`src/hw/rtl/s5p_pkg.sv`:
```
`default_nettype none

package s5p_pkg;

  localparam logic [7:0] SOCKS_VERSION  = 8'h05;
  localparam logic [7:0] CMD_CONNECT    = 8'h01;
  localparam logic [7:0] ATYP_IPV4      = 8'h01;
  localparam logic [7:0] ATYP_DOMAIN    = 8'h03;
  localparam logic [7:0] ATYP_IPV6      = 8'h04;
  localparam logic [7:0] REPLY_NONE     = 8'h00;
  localparam logic [7:0] REPLY_GENERAL  = 8'h01;
  localparam logic [7:0] REPLY_BAD_ADDR = 8'h04;
  localparam logic [7:0] REPLY_BAD_CMD  = 8'h07;
  localparam logic [7:0] REPLY_BAD_ATYP = 8'h08;

  localparam logic [7:0] IPV4_BYTES = 8'd4;
  localparam logic [7:0] IPV6_BYTES = 8'd16;

  localparam logic [1:0] KIND_IPV4   = 2'd0;
  localparam logic [1:0] KIND_DOMAIN = 2'd1;
  localparam logic [1:0] KIND_IPV6   = 2'd2;

  localparam int unsigned QDEPTH = 2;
  localparam int unsigned QPTR_W = (QDEPTH > 1) ? $clog2(QDEPTH) : 1;

  typedef enum logic [1:0] {
    AT_IPV4,
    AT_DOMAIN,
    AT_IPV6,
    AT_OTHER
  } atyp_e;

  typedef enum logic [3:0] {
    ST_WAIT         = 4'd0,
    ST_GREET_OK     = 4'd1,
    ST_GREET_REJECT = 4'd2,
    ST_ADDR         = 4'd3,
    ST_ACCEPT       = 4'd4,
    ST_FAIL         = 4'd5,
    ST_PAYLOAD      = 4'd6,
    ST_NOT_SOCKS    = 4'd7,
    ST_IGNORED      = 4'd8
  } status_e;

  typedef enum logic [3:0] {
    PH_GREET_VER,
    PH_NMETHODS,
    PH_METHODS,
    PH_REQ_VER,
    PH_REQ_CMD,
    PH_REQ_RSV,
    PH_REQ_ATYP,
    PH_DOM_LEN,
    PH_ADDR,
    PH_PORT_HI,
    PH_PORT_LO,
    PH_PAYLOAD,
    PH_CLOSED
  } phase_e;

  // A received byte together with the flags the back end decides on.
  typedef struct packed {
    logic [7:0] data;
    logic       start;
    logic       is_version;
    logic       is_zero;
    logic       is_connect;
    atyp_e      atyp;
  } cls_t;

  typedef struct packed {
    status_e    status;
    logic [7:0] out_byte;
    logic [7:0] byte_index;
    logic [1:0] address_kind;
    logic [15:0] port_number;
    logic [7:0] reply_code;
  } res_t;

  function automatic atyp_e classify_atyp(logic [7:0] b);
    atyp_e a;
    case (b)
      ATYP_IPV4:   a = AT_IPV4;
      ATYP_DOMAIN: a = AT_DOMAIN;
      ATYP_IPV6:   a = AT_IPV6;
      default:     a = AT_OTHER;
    endcase
    return a;
  endfunction

endpackage

`default_nettype wire

```
`src/hw/rtl/s5p_if.sv`:
```
`default_nettype none

interface s5p_in_if;
  logic       valid;
  logic       ready;
  logic [7:0] in_byte;
  logic       session_start;

  modport source (output valid, output in_byte, output session_start, input ready);
  modport sink (input valid, input in_byte, input session_start, output ready);
endinterface

interface s5p_out_if;
  logic        valid;
  logic        ready;
  logic [3:0]  status;
  logic [7:0]  out_byte;
  logic [7:0]  byte_index;
  logic [1:0]  address_kind;
  logic [15:0] port_number;
  logic [7:0]  reply_code;

  modport source (
    output valid, output status, output out_byte, output byte_index,
    output address_kind, output port_number, output reply_code, input ready
  );
  modport sink (
    input valid, input status, input out_byte, input byte_index,
    input address_kind, input port_number, input reply_code, output ready
  );
endinterface

`default_nettype wire

```
`src/hw/rtl/socks5_connect_request_parser.sv`:
```
// Parses the client side of a SOCKS5 session one received byte per item and gives exactly one
// result item for every byte taken. A byte with session_start set clears the parser and is read
// as the greeting version byte. The block sustains one item per clock cycle while the output is
// not stalled by rsp_o.ready; the back-end state machine decides each byte combinationally. The
// result of a byte is registered on its way to the output, passing the classification register, the
// two-entry queue and the output register. While a result waits at the output, three more bytes
// are still taken, two into the queue and one into the classification register, before the input
// stalls.
`default_nettype none

module socks5_connect_request_parser (
  input  wire logic clk_i,
  input  wire logic rst_ni,
  s5p_in_if.sink    req_i,
  s5p_out_if.source rsp_o
);

  s5p_pkg::cls_t front_cls;
  logic          front_valid;
  logic          front_ready;
  s5p_pkg::cls_t back_cls;
  logic          back_valid;
  logic          back_ready;

  s5p_front u_front (
    .clk_i       (clk_i),
    .rst_ni      (rst_ni),
    .req_i       (req_i),
    .cls_o       (front_cls),
    .cls_valid_o (front_valid),
    .cls_ready_i (front_ready)
  );

  s5p_queue u_queue (
    .clk_i        (clk_i),
    .rst_ni       (rst_ni),
    .push_data_i  (front_cls),
    .push_valid_i (front_valid),
    .push_ready_o (front_ready),
    .pop_data_o   (back_cls),
    .pop_valid_o  (back_valid),
    .pop_ready_i  (back_ready)
  );

  s5p_back u_back (
    .clk_i       (clk_i),
    .rst_ni      (rst_ni),
    .cls_i       (back_cls),
    .cls_valid_i (back_valid),
    .cls_ready_o (back_ready),
    .rsp_o       (rsp_o)
  );

  a_accept_port: assert property (@(posedge clk_i) disable iff (!rst_ni)
    (rsp_o.valid && rsp_o.status == 4'(s5p_pkg::ST_ACCEPT)) |-> (rsp_o.port_number != 16'd0))
    else $error("accepted request with a zero port");

  a_fail_reply: assert property (@(posedge clk_i) disable iff (!rst_ni)
    (rsp_o.valid && rsp_o.status == 4'(s5p_pkg::ST_FAIL)) |->
      (rsp_o.reply_code == s5p_pkg::REPLY_GENERAL || rsp_o.reply_code == s5p_pkg::REPLY_BAD_ADDR ||
       rsp_o.reply_code == s5p_pkg::REPLY_BAD_CMD || rsp_o.reply_code == s5p_pkg::REPLY_BAD_ATYP))
    else $error("failure without a valid reply code");

  a_byte_only_when_passed: assert property (@(posedge clk_i) disable iff (!rst_ni)
    (rsp_o.valid && rsp_o.status != 4'(s5p_pkg::ST_ADDR) &&
     rsp_o.status != 4'(s5p_pkg::ST_PAYLOAD)) |-> (rsp_o.out_byte == 8'd0))
    else $error("byte passed on with a status that carries none");

endmodule

`default_nettype wire

```
`src/hw/rtl/s5p_front.sv`:
```
`default_nettype none

module s5p_front (
  input  wire logic         clk_i,
  input  wire logic         rst_ni,
  s5p_in_if.sink            req_i,
  output s5p_pkg::cls_t     cls_o,
  output logic              cls_valid_o,
  input  wire logic         cls_ready_i
);

  logic          valid_q;
  s5p_pkg::cls_t cls_d;
  s5p_pkg::cls_t cls_q;

  always_comb begin
    cls_d.data       = req_i.in_byte;
    cls_d.start      = req_i.session_start;
    cls_d.is_version = (req_i.in_byte == s5p_pkg::SOCKS_VERSION);
    cls_d.is_zero    = (req_i.in_byte == 8'd0);
    cls_d.is_connect = (req_i.in_byte == s5p_pkg::CMD_CONNECT);
    cls_d.atyp       = s5p_pkg::classify_atyp(req_i.in_byte);
  end

  assign req_i.ready = !valid_q || cls_ready_i;

  always_ff @(posedge clk_i or negedge rst_ni) begin
    if (!rst_ni) begin
      valid_q <= 1'b0;
    end else if (req_i.ready) begin
      valid_q <= req_i.valid;
    end
  end

  always_ff @(posedge clk_i) begin
    if (req_i.valid && req_i.ready) begin
      cls_q <= cls_d;
    end
  end

  assign cls_o       = cls_q;
  assign cls_valid_o = valid_q;

endmodule

`default_nettype wire

```
`src/hw/rtl/s5p_queue.sv`:
```
`default_nettype none

module s5p_queue (
  input  wire logic          clk_i,
  input  wire logic          rst_ni,
  input  wire s5p_pkg::cls_t push_data_i,
  input  wire logic          push_valid_i,
  output logic               push_ready_o,
  output s5p_pkg::cls_t      pop_data_o,
  output logic               pop_valid_o,
  input  wire logic          pop_ready_i
);

  localparam int unsigned PtrW = s5p_pkg::QPTR_W;
  localparam logic [PtrW-1:0] LastIdx = PtrW'(s5p_pkg::QDEPTH - 1);

  s5p_pkg::cls_t   entries_q [s5p_pkg::QDEPTH];
  logic [PtrW-1:0] wptr_q;
  logic [PtrW-1:0] rptr_q;
  logic [PtrW:0]   cnt_q;
  logic            push;
  logic            pop;

  assign push_ready_o = (cnt_q != (PtrW + 1)'(s5p_pkg::QDEPTH));
  assign pop_valid_o  = (cnt_q != '0);
  assign push         = push_valid_i && push_ready_o;
  assign pop          = pop_valid_o && pop_ready_i;
  assign pop_data_o   = entries_q[rptr_q];

  always_ff @(posedge clk_i or negedge rst_ni) begin
    if (!rst_ni) begin
      wptr_q <= '0;
      rptr_q <= '0;
      cnt_q  <= '0;
    end else begin
      if (push) begin
        wptr_q <= (wptr_q == LastIdx) ? '0 : wptr_q + 1'b1;
      end
      if (pop) begin
        rptr_q <= (rptr_q == LastIdx) ? '0 : rptr_q + 1'b1;
      end
      if (push && !pop) begin
        cnt_q <= cnt_q + 1'b1;
      end else if (pop && !push) begin
        cnt_q <= cnt_q - 1'b1;
      end
    end
  end

  always_ff @(posedge clk_i) begin
    if (push) begin
      entries_q[wptr_q] <= push_data_i;
    end
  end

endmodule

`default_nettype wire

```
`src/hw/rtl/s5p_back.sv`:
```
`default_nettype none

module s5p_back (
  input  wire logic          clk_i,
  input  wire logic          rst_ni,
  input  wire s5p_pkg::cls_t cls_i,
  input  wire logic          cls_valid_i,
  output logic               cls_ready_o,
  s5p_out_if.source          rsp_o
);

  s5p_pkg::phase_e phase_q, phase_d;
  logic [7:0]      methods_left_q, methods_left_d;
  logic            no_auth_q, no_auth_d;
  logic [7:0]      pending_q, pending_d;
  logic [1:0]      kind_q, kind_d;
  logic [7:0]      bytes_left_q, bytes_left_d;
  logic [7:0]      addr_pos_q, addr_pos_d;
  logic [7:0]      port_hi_q, port_hi_d;
  logic            ovalid_q;
  s5p_pkg::res_t   res_d;
  s5p_pkg::res_t   res_q;
  logic            take;

  assign cls_ready_o = !ovalid_q || rsp_o.ready;
  assign take        = cls_valid_i && cls_ready_o;

  always_comb begin
    s5p_pkg::phase_e cur_phase;
    logic [7:0]      cur_ml;
    logic            cur_na;
    logic [7:0]      cur_pend;
    logic [1:0]      cur_kind;
    logic [7:0]      cur_bl;
    logic [7:0]      cur_pos;
    logic [7:0]      cur_hi;
    logic [7:0]      ml_dec;
    logic [7:0]      bl_dec;
    logic            na_new;
    logic [15:0]     port;

    // A new session starts from the cleared state before its byte is decided.
    cur_phase = cls_i.start ? s5p_pkg::PH_GREET_VER : phase_q;
    cur_ml    = cls_i.start ? 8'd0 : methods_left_q;
    cur_na    = cls_i.start ? 1'b0 : no_auth_q;
    cur_pend  = cls_i.start ? s5p_pkg::REPLY_NONE : pending_q;
    cur_kind  = cls_i.start ? s5p_pkg::KIND_IPV4 : kind_q;
    cur_bl    = cls_i.start ? 8'd0 : bytes_left_q;
    cur_pos   = cls_i.start ? 8'd0 : addr_pos_q;
    cur_hi    = cls_i.start ? 8'd0 : port_hi_q;
    ml_dec    = cur_ml - 8'd1;
    bl_dec    = cur_bl - 8'd1;
    na_new    = cur_na || cls_i.is_zero;
    port      = {cur_hi, cls_i.data};

    phase_d        = cur_phase;
    methods_left_d = cur_ml;
    no_auth_d      = cur_na;
    pending_d      = cur_pend;
    kind_d         = cur_kind;
    bytes_left_d   = cur_bl;
    addr_pos_d     = cur_pos;
    port_hi_d      = cur_hi;
    res_d          = '0;
    res_d.status   = s5p_pkg::ST_WAIT;

    case (cur_phase)
      s5p_pkg::PH_GREET_VER: begin
        if (cls_i.is_version) begin
          phase_d = s5p_pkg::PH_NMETHODS;
        end else begin
          res_d.status = s5p_pkg::ST_NOT_SOCKS;
          phase_d      = s5p_pkg::PH_CLOSED;
        end
      end
      s5p_pkg::PH_NMETHODS: begin
        methods_left_d = cls_i.data;
        no_auth_d      = 1'b0;
        if (cls_i.is_zero) begin
          res_d.status = s5p_pkg::ST_GREET_REJECT;
          phase_d      = s5p_pkg::PH_CLOSED;
        end else begin
          phase_d = s5p_pkg::PH_METHODS;
        end
      end
      s5p_pkg::PH_METHODS: begin
        no_auth_d      = na_new;
        methods_left_d = ml_dec;
        if (ml_dec == 8'd0) begin
          if (na_new) begin
            res_d.status = s5p_pkg::ST_GREET_OK;
            phase_d      = s5p_pkg::PH_REQ_VER;
          end else begin
            res_d.status = s5p_pkg::ST_GREET_REJECT;
            phase_d      = s5p_pkg::PH_CLOSED;
          end
        end
      end
      s5p_pkg::PH_REQ_VER: begin
        pending_d = cls_i.is_version ? s5p_pkg::REPLY_NONE : s5p_pkg::REPLY_GENERAL;
        phase_d   = s5p_pkg::PH_REQ_CMD;
      end
      s5p_pkg::PH_REQ_CMD: begin
        if (cur_pend == s5p_pkg::REPLY_NONE && !cls_i.is_connect) begin
          pending_d = s5p_pkg::REPLY_BAD_CMD;
        end
        phase_d = s5p_pkg::PH_REQ_RSV;
      end
      s5p_pkg::PH_REQ_RSV: begin
        phase_d = s5p_pkg::PH_REQ_ATYP;
      end
      s5p_pkg::PH_REQ_ATYP: begin
        addr_pos_d = 8'd0;
        if (cur_pend != s5p_pkg::REPLY_NONE) begin
          res_d.status     = s5p_pkg::ST_FAIL;
          res_d.reply_code = cur_pend;
          phase_d          = s5p_pkg::PH_CLOSED;
        end else begin
          case (cls_i.atyp)
            s5p_pkg::AT_IPV4: begin
              kind_d       = s5p_pkg::KIND_IPV4;
              bytes_left_d = s5p_pkg::IPV4_BYTES;
              phase_d      = s5p_pkg::PH_ADDR;
            end
            s5p_pkg::AT_DOMAIN: begin
              kind_d  = s5p_pkg::KIND_DOMAIN;
              phase_d = s5p_pkg::PH_DOM_LEN;
            end
            s5p_pkg::AT_IPV6: begin
              kind_d       = s5p_pkg::KIND_IPV6;
              bytes_left_d = s5p_pkg::IPV6_BYTES;
              phase_d      = s5p_pkg::PH_ADDR;
            end
            default: begin
              res_d.status     = s5p_pkg::ST_FAIL;
              res_d.reply_code = s5p_pkg::REPLY_BAD_ATYP;
              phase_d          = s5p_pkg::PH_CLOSED;
            end
          endcase
        end
      end
      s5p_pkg::PH_DOM_LEN: begin
        bytes_left_d = cls_i.data;
        phase_d      = cls_i.is_zero ? s5p_pkg::PH_PORT_HI : s5p_pkg::PH_ADDR;
      end
      s5p_pkg::PH_ADDR: begin
        res_d.status       = s5p_pkg::ST_ADDR;
        res_d.out_byte     = cls_i.data;
        res_d.byte_index   = cur_pos;
        res_d.address_kind = cur_kind;
        addr_pos_d         = cur_pos + 8'd1;
        bytes_left_d       = bl_dec;
        if (bl_dec == 8'd0) begin
          phase_d = s5p_pkg::PH_PORT_HI;
        end
      end
      s5p_pkg::PH_PORT_HI: begin
        port_hi_d = cls_i.data;
        phase_d   = s5p_pkg::PH_PORT_LO;
      end
      s5p_pkg::PH_PORT_LO: begin
        if (port == 16'd0 || (cur_kind == s5p_pkg::KIND_DOMAIN && cur_pos == 8'd0)) begin
          res_d.status     = s5p_pkg::ST_FAIL;
          res_d.reply_code = s5p_pkg::REPLY_BAD_ADDR;
          phase_d          = s5p_pkg::PH_CLOSED;
        end else begin
          res_d.status       = s5p_pkg::ST_ACCEPT;
          res_d.address_kind = cur_kind;
          res_d.port_number  = port;
          phase_d            = s5p_pkg::PH_PAYLOAD;
        end
      end
      s5p_pkg::PH_PAYLOAD: begin
        res_d.status   = s5p_pkg::ST_PAYLOAD;
        res_d.out_byte = cls_i.data;
      end
      default: begin
        res_d.status = s5p_pkg::ST_IGNORED;
        phase_d      = s5p_pkg::PH_CLOSED;
      end
    endcase
  end

  always_ff @(posedge clk_i or negedge rst_ni) begin
    if (!rst_ni) begin
      phase_q        <= s5p_pkg::PH_GREET_VER;
      methods_left_q <= '0;
      no_auth_q      <= 1'b0;
      pending_q      <= s5p_pkg::REPLY_NONE;
      kind_q         <= s5p_pkg::KIND_IPV4;
      bytes_left_q   <= '0;
      addr_pos_q     <= '0;
      port_hi_q      <= '0;
    end else if (take) begin
      phase_q        <= phase_d;
      methods_left_q <= methods_left_d;
      no_auth_q      <= no_auth_d;
      pending_q      <= pending_d;
      kind_q         <= kind_d;
      bytes_left_q   <= bytes_left_d;
      addr_pos_q     <= addr_pos_d;
      port_hi_q      <= port_hi_d;
    end
  end

  always_ff @(posedge clk_i or negedge rst_ni) begin
    if (!rst_ni) begin
      ovalid_q <= 1'b0;
    end else if (cls_ready_o) begin
      ovalid_q <= cls_valid_i;
    end
  end

  always_ff @(posedge clk_i) begin
    if (take) begin
      res_q <= res_d;
    end
  end

  assign rsp_o.valid        = ovalid_q;
  assign rsp_o.status       = res_q.status;
  assign rsp_o.out_byte     = res_q.out_byte;
  assign rsp_o.byte_index   = res_q.byte_index;
  assign rsp_o.address_kind = res_q.address_kind;
  assign rsp_o.port_number  = res_q.port_number;
  assign rsp_o.reply_code   = res_q.reply_code;

endmodule

`default_nettype wire
```
`src/flat_wrapper.sv`:
```
// flat-port wrapper written by rule: the top's interface ports become plain ports
module socks5_connect_request_parser_flat 
  (clk_i, rst_ni, req_i_valid, req_i_in_byte, req_i_session_start, req_i_ready, rsp_o_valid, rsp_o_status, rsp_o_out_byte, rsp_o_byte_index, rsp_o_address_kind, rsp_o_port_number, rsp_o_reply_code, rsp_o_ready);
  s5p_in_if req_i_i ();
  s5p_out_if rsp_o_i ();
  input  wire logic clk_i;
  input  wire logic rst_ni;
  input wire logic [$bits(req_i_i.valid)-1:0] req_i_valid;
  input wire logic [$bits(req_i_i.in_byte)-1:0] req_i_in_byte;
  input wire logic [$bits(req_i_i.session_start)-1:0] req_i_session_start;
  output wire logic [$bits(req_i_i.ready)-1:0] req_i_ready;
  output wire logic [$bits(rsp_o_i.valid)-1:0] rsp_o_valid;
  output wire logic [$bits(rsp_o_i.status)-1:0] rsp_o_status;
  output wire logic [$bits(rsp_o_i.out_byte)-1:0] rsp_o_out_byte;
  output wire logic [$bits(rsp_o_i.byte_index)-1:0] rsp_o_byte_index;
  output wire logic [$bits(rsp_o_i.address_kind)-1:0] rsp_o_address_kind;
  output wire logic [$bits(rsp_o_i.port_number)-1:0] rsp_o_port_number;
  output wire logic [$bits(rsp_o_i.reply_code)-1:0] rsp_o_reply_code;
  input wire logic [$bits(rsp_o_i.ready)-1:0] rsp_o_ready;
  assign req_i_i.valid = req_i_valid;
  assign req_i_i.in_byte = req_i_in_byte;
  assign req_i_i.session_start = req_i_session_start;
  assign req_i_ready = req_i_i.ready;
  assign rsp_o_valid = rsp_o_i.valid;
  assign rsp_o_status = rsp_o_i.status;
  assign rsp_o_out_byte = rsp_o_i.out_byte;
  assign rsp_o_byte_index = rsp_o_i.byte_index;
  assign rsp_o_address_kind = rsp_o_i.address_kind;
  assign rsp_o_port_number = rsp_o_i.port_number;
  assign rsp_o_reply_code = rsp_o_i.reply_code;
  assign rsp_o_i.ready = rsp_o_ready;
  socks5_connect_request_parser u_core (.clk_i(clk_i), .rst_ni(rst_ni), .req_i(req_i_i), .rsp_o(rsp_o_i));
endmodule
```
`config.mk`:
```
export PLATFORM = sky130hd
export DESIGN_NAME = socks5_connect_request_parser_flat
export DESIGN_NICKNAME = d
export VERILOG_FILES = /design/src/hw/rtl/s5p_pkg.sv /design/src/hw/rtl/s5p_if.sv /design/src/hw/rtl/socks5_connect_request_parser.sv /design/src/hw/rtl/s5p_front.sv /design/src/hw/rtl/s5p_queue.sv /design/src/hw/rtl/s5p_back.sv /design/src/flat_wrapper.sv
export SDC_FILE = /design/constraint.sdc
export NUM_CORES = 1
export LEC_CHECK = 0
export CORE_MARGIN = 10
export CORE_UTILIZATION = 60
export CTS_CLUSTER_DIAMETER = 30
export DETAILED_ROUTE_END_ITERATION = 10
export DONT_BUFFER_PORTS = 1
export PLACE_DENSITY_LB_ADDON = 0.12
export SYNTH_ARGS = -nofsm -noshare
export SYNTH_HDL_FRONTEND = slang
export SYNTH_SLANG_ARGS = --single-unit
```
`constraint.sdc`:
```
create_clock -name clk_i -period 9.3 [get_ports clk_i]
set_input_delay 1.395 -clock clk_i [delete_from_list [all_inputs] [get_ports clk_i]]
set_output_delay 1.395 -clock clk_i [all_outputs]
set_load 0.05 [all_outputs]
```
# [After elaboration in Yosys (flattened, before gate mapping)]
# Memory sizes are Yosys's and may differ from the RTL's.
# Cells that the tools add are included.
[word_totals] mem_bits_ro=0 reg_bits=113 output_inout_bits=48 ramBits=28 mem_count=1 latch_bits=0 elab_cells=137
[mem_list] name="u_core.u_queue.entries_q" depth=2 word_bits=14 rd=1 rd_clocked_by_memory_dff=0 wr=1 line_no="s5p_queue.sv:17" rtl="s5p_pkg::cls_t entries_q [s5p_pkg::QDEPTH];"
[classes] eq_ne=19 addsub=7 n_lt_le_gt_ge=0 multipliers=0 n_mux=52 n_shift=0 bitwise=1 n_reduce_logical=32 div_mod_pow=0
[ops] operator="$pmux W8 S2" n=5
[ops] operator="$mux W8" n=9
[ops] operator="$pmux W4 S12" n=1
[ops] operator="$logic_not A8 Y1" n=5
[ops] operator="$mux W4" n=8
[ops] operator="$pmux W4 S8" n=1
[ops] operator="$pmux W8 S3" n=1
[ops] operator="$mux W18" n=1
[ops] operator="$eq A4 B3 Y1 const B" n=4
[ops] operator="$eq A4 B4 Y1 const B" n=4
[ops] operator="$eq A8 B3 Y1 const B" n=2
[ops] operator="$logic_not A16 Y1" n=1
[ops] operator="$mux W2" n=8
[ops] operator="$sub A8 B1 Y8 const B" n=2
[ops] operator="$mux W3" n=5
[ops] operator="$pmux W2 S3" n=2
[ops] operator="$add A8 B1 Y8 const B" n=1
[ops] operator="$eq A4 B2 Y1 const B" n=2
[ops] operator="$eq A8 B1 Y1 const B" n=1
[ops] operator="$eq A8 B2 Y1 const B" n=1
[ops] operator="$mux W1" n=8
[ops] operator="$pmux W4 S2" n=1
[ops] operator="$reduce_bool A8 Y1" n=1
[ops] operator="$logic_and A1 B1 Y1" n=7
[ops] operator="other kinds (18)" n=30

# [Depth between registers and ports, before layout]
# An unclocked memory read counts as a cell.
[logic_depth] word_depth=7 depth_mapped=15 ltp_nobuf=9

# [By module]
# Synthesis repeated with hierarchy kept, for this count alone.
[unflattened] hier_cells=564 hier_area_um2=6623.9
[modules_own_cells] module="s5p_back" instances=1 seq_area_each_um2=2582.5 cells_each=473 area_each_um2=4813.4
[modules_own_cells] module="s5p_queue" instances=1 seq_area_each_um2=940.9 cells_each=62 area_each_um2=1270.0
[modules_own_cells] module="s5p_front" instances=1 seq_area_each_um2=445.4 cells_each=29 area_each_um2=540.5

# [Least setup slack after synthesis]
# No wires, ideal clock.
[synth_path] kind="input port to flip-flop" from="input rsp_o_ready" to="register u_core.u_back.res_q, in the netlist u_core.u_back.rsp_o.address_kind[0] (enable)" cell_stages=4 path_slack_ps=5565 t_arrival_ps=3306 setup_time_ps=428 required_ps=8872 path_cell_list="nand2b_1 o21ai_1 inv_2 buf_1"
[synth_via] elab_chain_len=2
[synth_lines] element="start: declaration" line_no="flat_wrapper.sv:19" rtl="input wire logic [$bits(rsp_o_i.ready)-1:0] rsp_o_ready;"
[synth_lines] element="$logic_or A1 B1 Y1" line_no="s5p_back.sv:25" rtl="assign cls_ready_o = !ovalid_q || rsp_o.ready;"
[synth_lines] element="$logic_and A1 B1 Y1" line_no="s5p_back.sv:26" rtl="assign take = cls_valid_i && cls_ready_o;"
[synth_lines] element="named net u_core.u_back.take" line_no="s5p_back.sv:23" rtl="logic take;"
[synth_lines] element="end signal: assignment" line_no="s5p_back.sv:216" rtl="res_q <= res_d;"
[synth_lines] element="end: declaration" line_no="s5p_back.sv:22" rtl="s5p_pkg::res_t res_q;"
# The timed path passes the listed nets, and every way through them passes these cells.
# A chain may end at the register's enable or synchronous reset.

==> impl_metrics.env <==
export IMPL_critPathKind="reg -> reg"
export IMPL_powerDensity_nw_per_um2=374.3
export IMPL_drt_iter0_drc=564
export IMPL_ant_nets=0
export IMPL_drtPass1Iterations=6
export IMPL_ys_warn_count=0
export IMPL_grt_pass1_wl_mm=22.35
export IMPL_tns_ns=0
export IMPL_first_global_vias=4268
export IMPL_drive_above_1_share=0.07815
export IMPL_drt_wl_total_mm=13.77
export IMPL_fmax_mhz=293.3
export IMPL_async_flop_share=0.3759
export IMPL_fp_dieW_um=123.5
export IMPL_slew_limit_headroom=0.2462
export IMPL_numPortBuffers=0
export IMPL_crit_fanout=29
export IMPL_clock_path_buffers=2
export IMPL_antenna_found_initial=0
export IMPL_tritoncts="done"
export IMPL_wl_per_cell_um=19.70
export IMPL_worst_hold_slack_ns=0.4439
export IMPL_die_y_um=123.5
export IMPL_reg2reg_slack_ns=5.89
export IMPL_area_growth_pct=9.799
export IMPL_rsz0062_at_grt="false"
export IMPL_fin_cells=699
export IMPL_cts_setup_buffers=0
export IMPL_rows=37
export IMPL_critPathLaunchType="register"
export IMPL_cts_made_buffers=17
export IMPL_clock_sink_count=141
export IMPL_min_period_over_period=0.3666
export IMPL_stdcell_area_um2=7052
export IMPL_netlist_area_um2=6422
export IMPL_holdCritPathClass="reg -> reg"
export IMPL_seq_area_frac_synth=0.6180
export IMPL_syn_num_nets=577
export IMPL_h_tree_depth=4
export IMPL_cp_required_ns=9.57
export IMPL_dr_total_vias=4411
export IMPL_finalSetupViolations=0
export IMPL_whs_path_depth=0
export IMPL_synth_seq_cells=141
export IMPL_core_um2=10370
export IMPL_nFillCells=770
export IMPL_hold_end="u_core.u_queue.entries_q[0][3]"
export IMPL_num_io_pins=61
export IMPL_cts_root_buf="clkbuf_8"
export IMPL_finalClockSkew_ns=0.007942
export IMPL_p_total_uw=2639
export IMPL_multi_input_area_um2=2303
export IMPL_overflow=0
export IMPL_synthFlopType="edfxtp_1"
export IMPL_grt_max_degree=54
export IMPL_status="completed"
export IMPL_worstHoldStart="u_core.u_front.cls_o[3]"
export IMPL_fin_nets=570
export IMPL_synth_area_per_cell_um2=11.53
export IMPL_start_util=0.6193
export IMPL_synth_cells=557
export IMPL_holdBufCountCts=0
export IMPL_grtUsageTotal=0.1882
export IMPL_synth_edf_count=88
export IMPL_maxCapViolations=0
export IMPL_place_inst=667
export IMPL_diodes=0
export IMPL_synth_distinct_cells=63
export IMPL_worst_r2r_cell_count=10
export IMPL_hold_viol_final=0
export IMPL_ctsResizeCount=0
export IMPL_drc=0
export IMPL_gp_congestion=0.9068
export IMPL_worst_slew_pin_slew_ns=1.127
export IMPL_post_dp_cell_area_um2=6495
export IMPL_clkTransAtPathRegs_ns=0.06
export IMPL_crit_path_end_kind="register"
export IMPL_die_area_um2=15240
export IMPL_vdd_ir_drop_max_uv=188.9
export IMPL_seq_area_um2=3969
export IMPL_min_period_ns=3.409
export IMPL_reg2reg_to="u_core.u_back.rsp_o.address_kind[1]"
export IMPL_clock_latency_ns=0.52
export IMPL_routed_via_density=6.310
export IMPL_leakage_uw=0.002801
export IMPL_reg2reg_from="u_core.u_queue.rptr_q"
export IMPL_dpl_hpwl_mm=9.361
export IMPL_arrival_ns=3.68
export IMPL_drv_slew=0
## cell families (layout without fill, tap and decap cells)
kind of cell    count (synthesis)  count (layout)  share of synthesized area
flops                         141             141                     0.6180
mux                            17              17                    0.02786
buf+inv                        37              43                    0.02396
compound gates                125             125                     0.1245
simple gates                  214             214                     0.1703
xor+xnor                       16              16                    0.02182
fa+ha+maj                       7               7                    0.01364
## power breakdown
part | total (µW) | switching [µW] | internal, µW
sequential | 1290 | 401 | 889
clock | 630 | 259 | 371
combinational | 720 | 474 | 246
total | 2640 | 1130 | 1510
## stage by stage
step / util / worst slack, ns
floorplan: - / 5.565
global placement: 0.6263 / 5.812
detailed placement: 0.6263 / 5.709
CTS: 0.6800 / 5.875
global route: 0.6800 / 5.593
finish: 0.6800 / 5.891
## state kept, by name, summed over array words and instances, names as in the netlist
register and count:
u_core.u_back.addr_pos_q 8, u_core.u_back.bytes_left_q 8, u_core.u_back.kind_q 2, u_core.u_back.methods_left_q 8, u_core.u_back.no_auth_q 1, u_core.u_back.pending_q 8
u_core.u_back.phase_q 4, u_core.u_back.port_hi_q 8, u_core.u_back.rsp_o.address_kind 2, u_core.u_back.rsp_o.byte_index 8, u_core.u_back.rsp_o.out_byte 8, u_core.u_back.rsp_o.port_number 16
u_core.u_back.rsp_o.reply_code 8, u_core.u_back.rsp_o.status 4, u_core.u_back.rsp_o.valid 1, u_core.u_front.cls_o 14, u_core.u_front.cls_valid_o 1, u_core.u_queue.cnt_q 2
u_core.u_queue.entries_q 28, u_core.u_queue.rptr_q 1, u_core.u_queue.wptr_q 1
## metal layers
metal | routed length, µm | vias up | GRT usage
li1 | - | 2048 | -
met2 | 6842 | 161 | 0.3013
met5 | 0 | - | 0
met3 | 1014 | 17 | 0.04968
met1 | 5759 | 2185 | 0.2412
met4 | 156 | 0 | 0.07132
## synth_stat cells, drive strengths merged (4+ instances only)
| master | instances | area share |
|---|---|---|
| xor2 | 8 | 0.011 |
| and3 | 15 | 0.015 |
| a22o | 14 | 0.019 |
| dfrtp | 53 | 0.21 |
| nand2b | 10 | 0.0097 |
| o22ai | 10 | 0.0097 |
| xnor2 | 8 | 0.011 |
| a21oi | 25 | 0.019 |
| mux2 | 4 | 0.0076 |
| a21o | 5 | 0.0058 |
| o21ai | 37 | 0.029 |
| nand3 | 11 | 0.0086 |
| a31oi | 11 | 0.011 |
| nor2 | 52 | 0.031 |
| clkbuf | 18 | 0.011 |
| nand2 | 54 | 0.032 |
| edfxtp | 88 | 0.41 |
| inv | 8 | 0.0047 |
| mux2i | 13 | 0.020 |
| ha | 7 | 0.014 |
| nor3 | 16 | 0.013 |
| nor4 | 12 | 0.014 |
| and2 | 20 | 0.019 |
| buf | 11 | 0.0088 |
## worst max-delay path, cell delays in order (launching register included)
cell and delay (ns):
dfrtp_1 0.89, mux2i_2 0.13, buf_4 0.26, nand2_1 0.16, ha_1 0.17, nor4bb_1 0.36, nand4b_1 0.19, and3_1 0.32
nand2_1 0.36, nand2_1 0.10, and4b_1 0.21
## area by class of cell
type / instances / area share
Sequential cell: 141 / 0.5628
Multi-Input combinational cell: 379 / 0.3267
Clock buffer: 20 / 0.06317
Tap cell: 136 / 0.02413
Clock inverter: 12 / 0.01579
Inverter: 8 / 0.004258
Timing Repair Buffer: 3 / 0.003194
## worst max path at each step
| stage | cells past startpoint | slack, ns | from | to |
|---|---|---|---|---|
| 2_1_floorplan | 4 | 5.57 | rsp_o_ready | u_core.u_back.rsp_o.address_kind[0] |
| 3_3_place_gp | 8 | 5.81 | rsp_o_ready | u_core.u_back.port_hi_q[2] |
| 3_5_place_dp | 8 | 5.71 | rsp_o_ready | u_core.u_back.port_hi_q[0] |
| 4_1_cts | 10 | 5.88 | u_core.u_queue.rptr_q | u_core.u_back.rsp_o.address_kind[1] |
| 5_1_grt | 10 | 5.59 | u_core.u_queue.rptr_q | u_core.u_back.phase_q[1] |
| 6_report | 10 | 5.89 | u_core.u_queue.rptr_q | u_core.u_back.rsp_o.address_kind[1] |
## placed cells by master (no fill, tap or decap), drive strengths merged, types with 12 or more instances in the layout
| cell type | instances |
|---|---|
| o21ai | 37 |
| nand2 | 54 |
| dfrtp | 53 |
| nor2 | 52 |
| nor3 | 16 |
| a21oi | 25 |
| edfxtp | 88 |
| and2 | 20 |
| inv | 12 |
| and3 | 15 |
| nor4 | 12 |
| clkbuf | 20 |
| mux2i | 13 |
| a22o | 14 |
No activity file was read; power rests on OpenSTA's default activity.
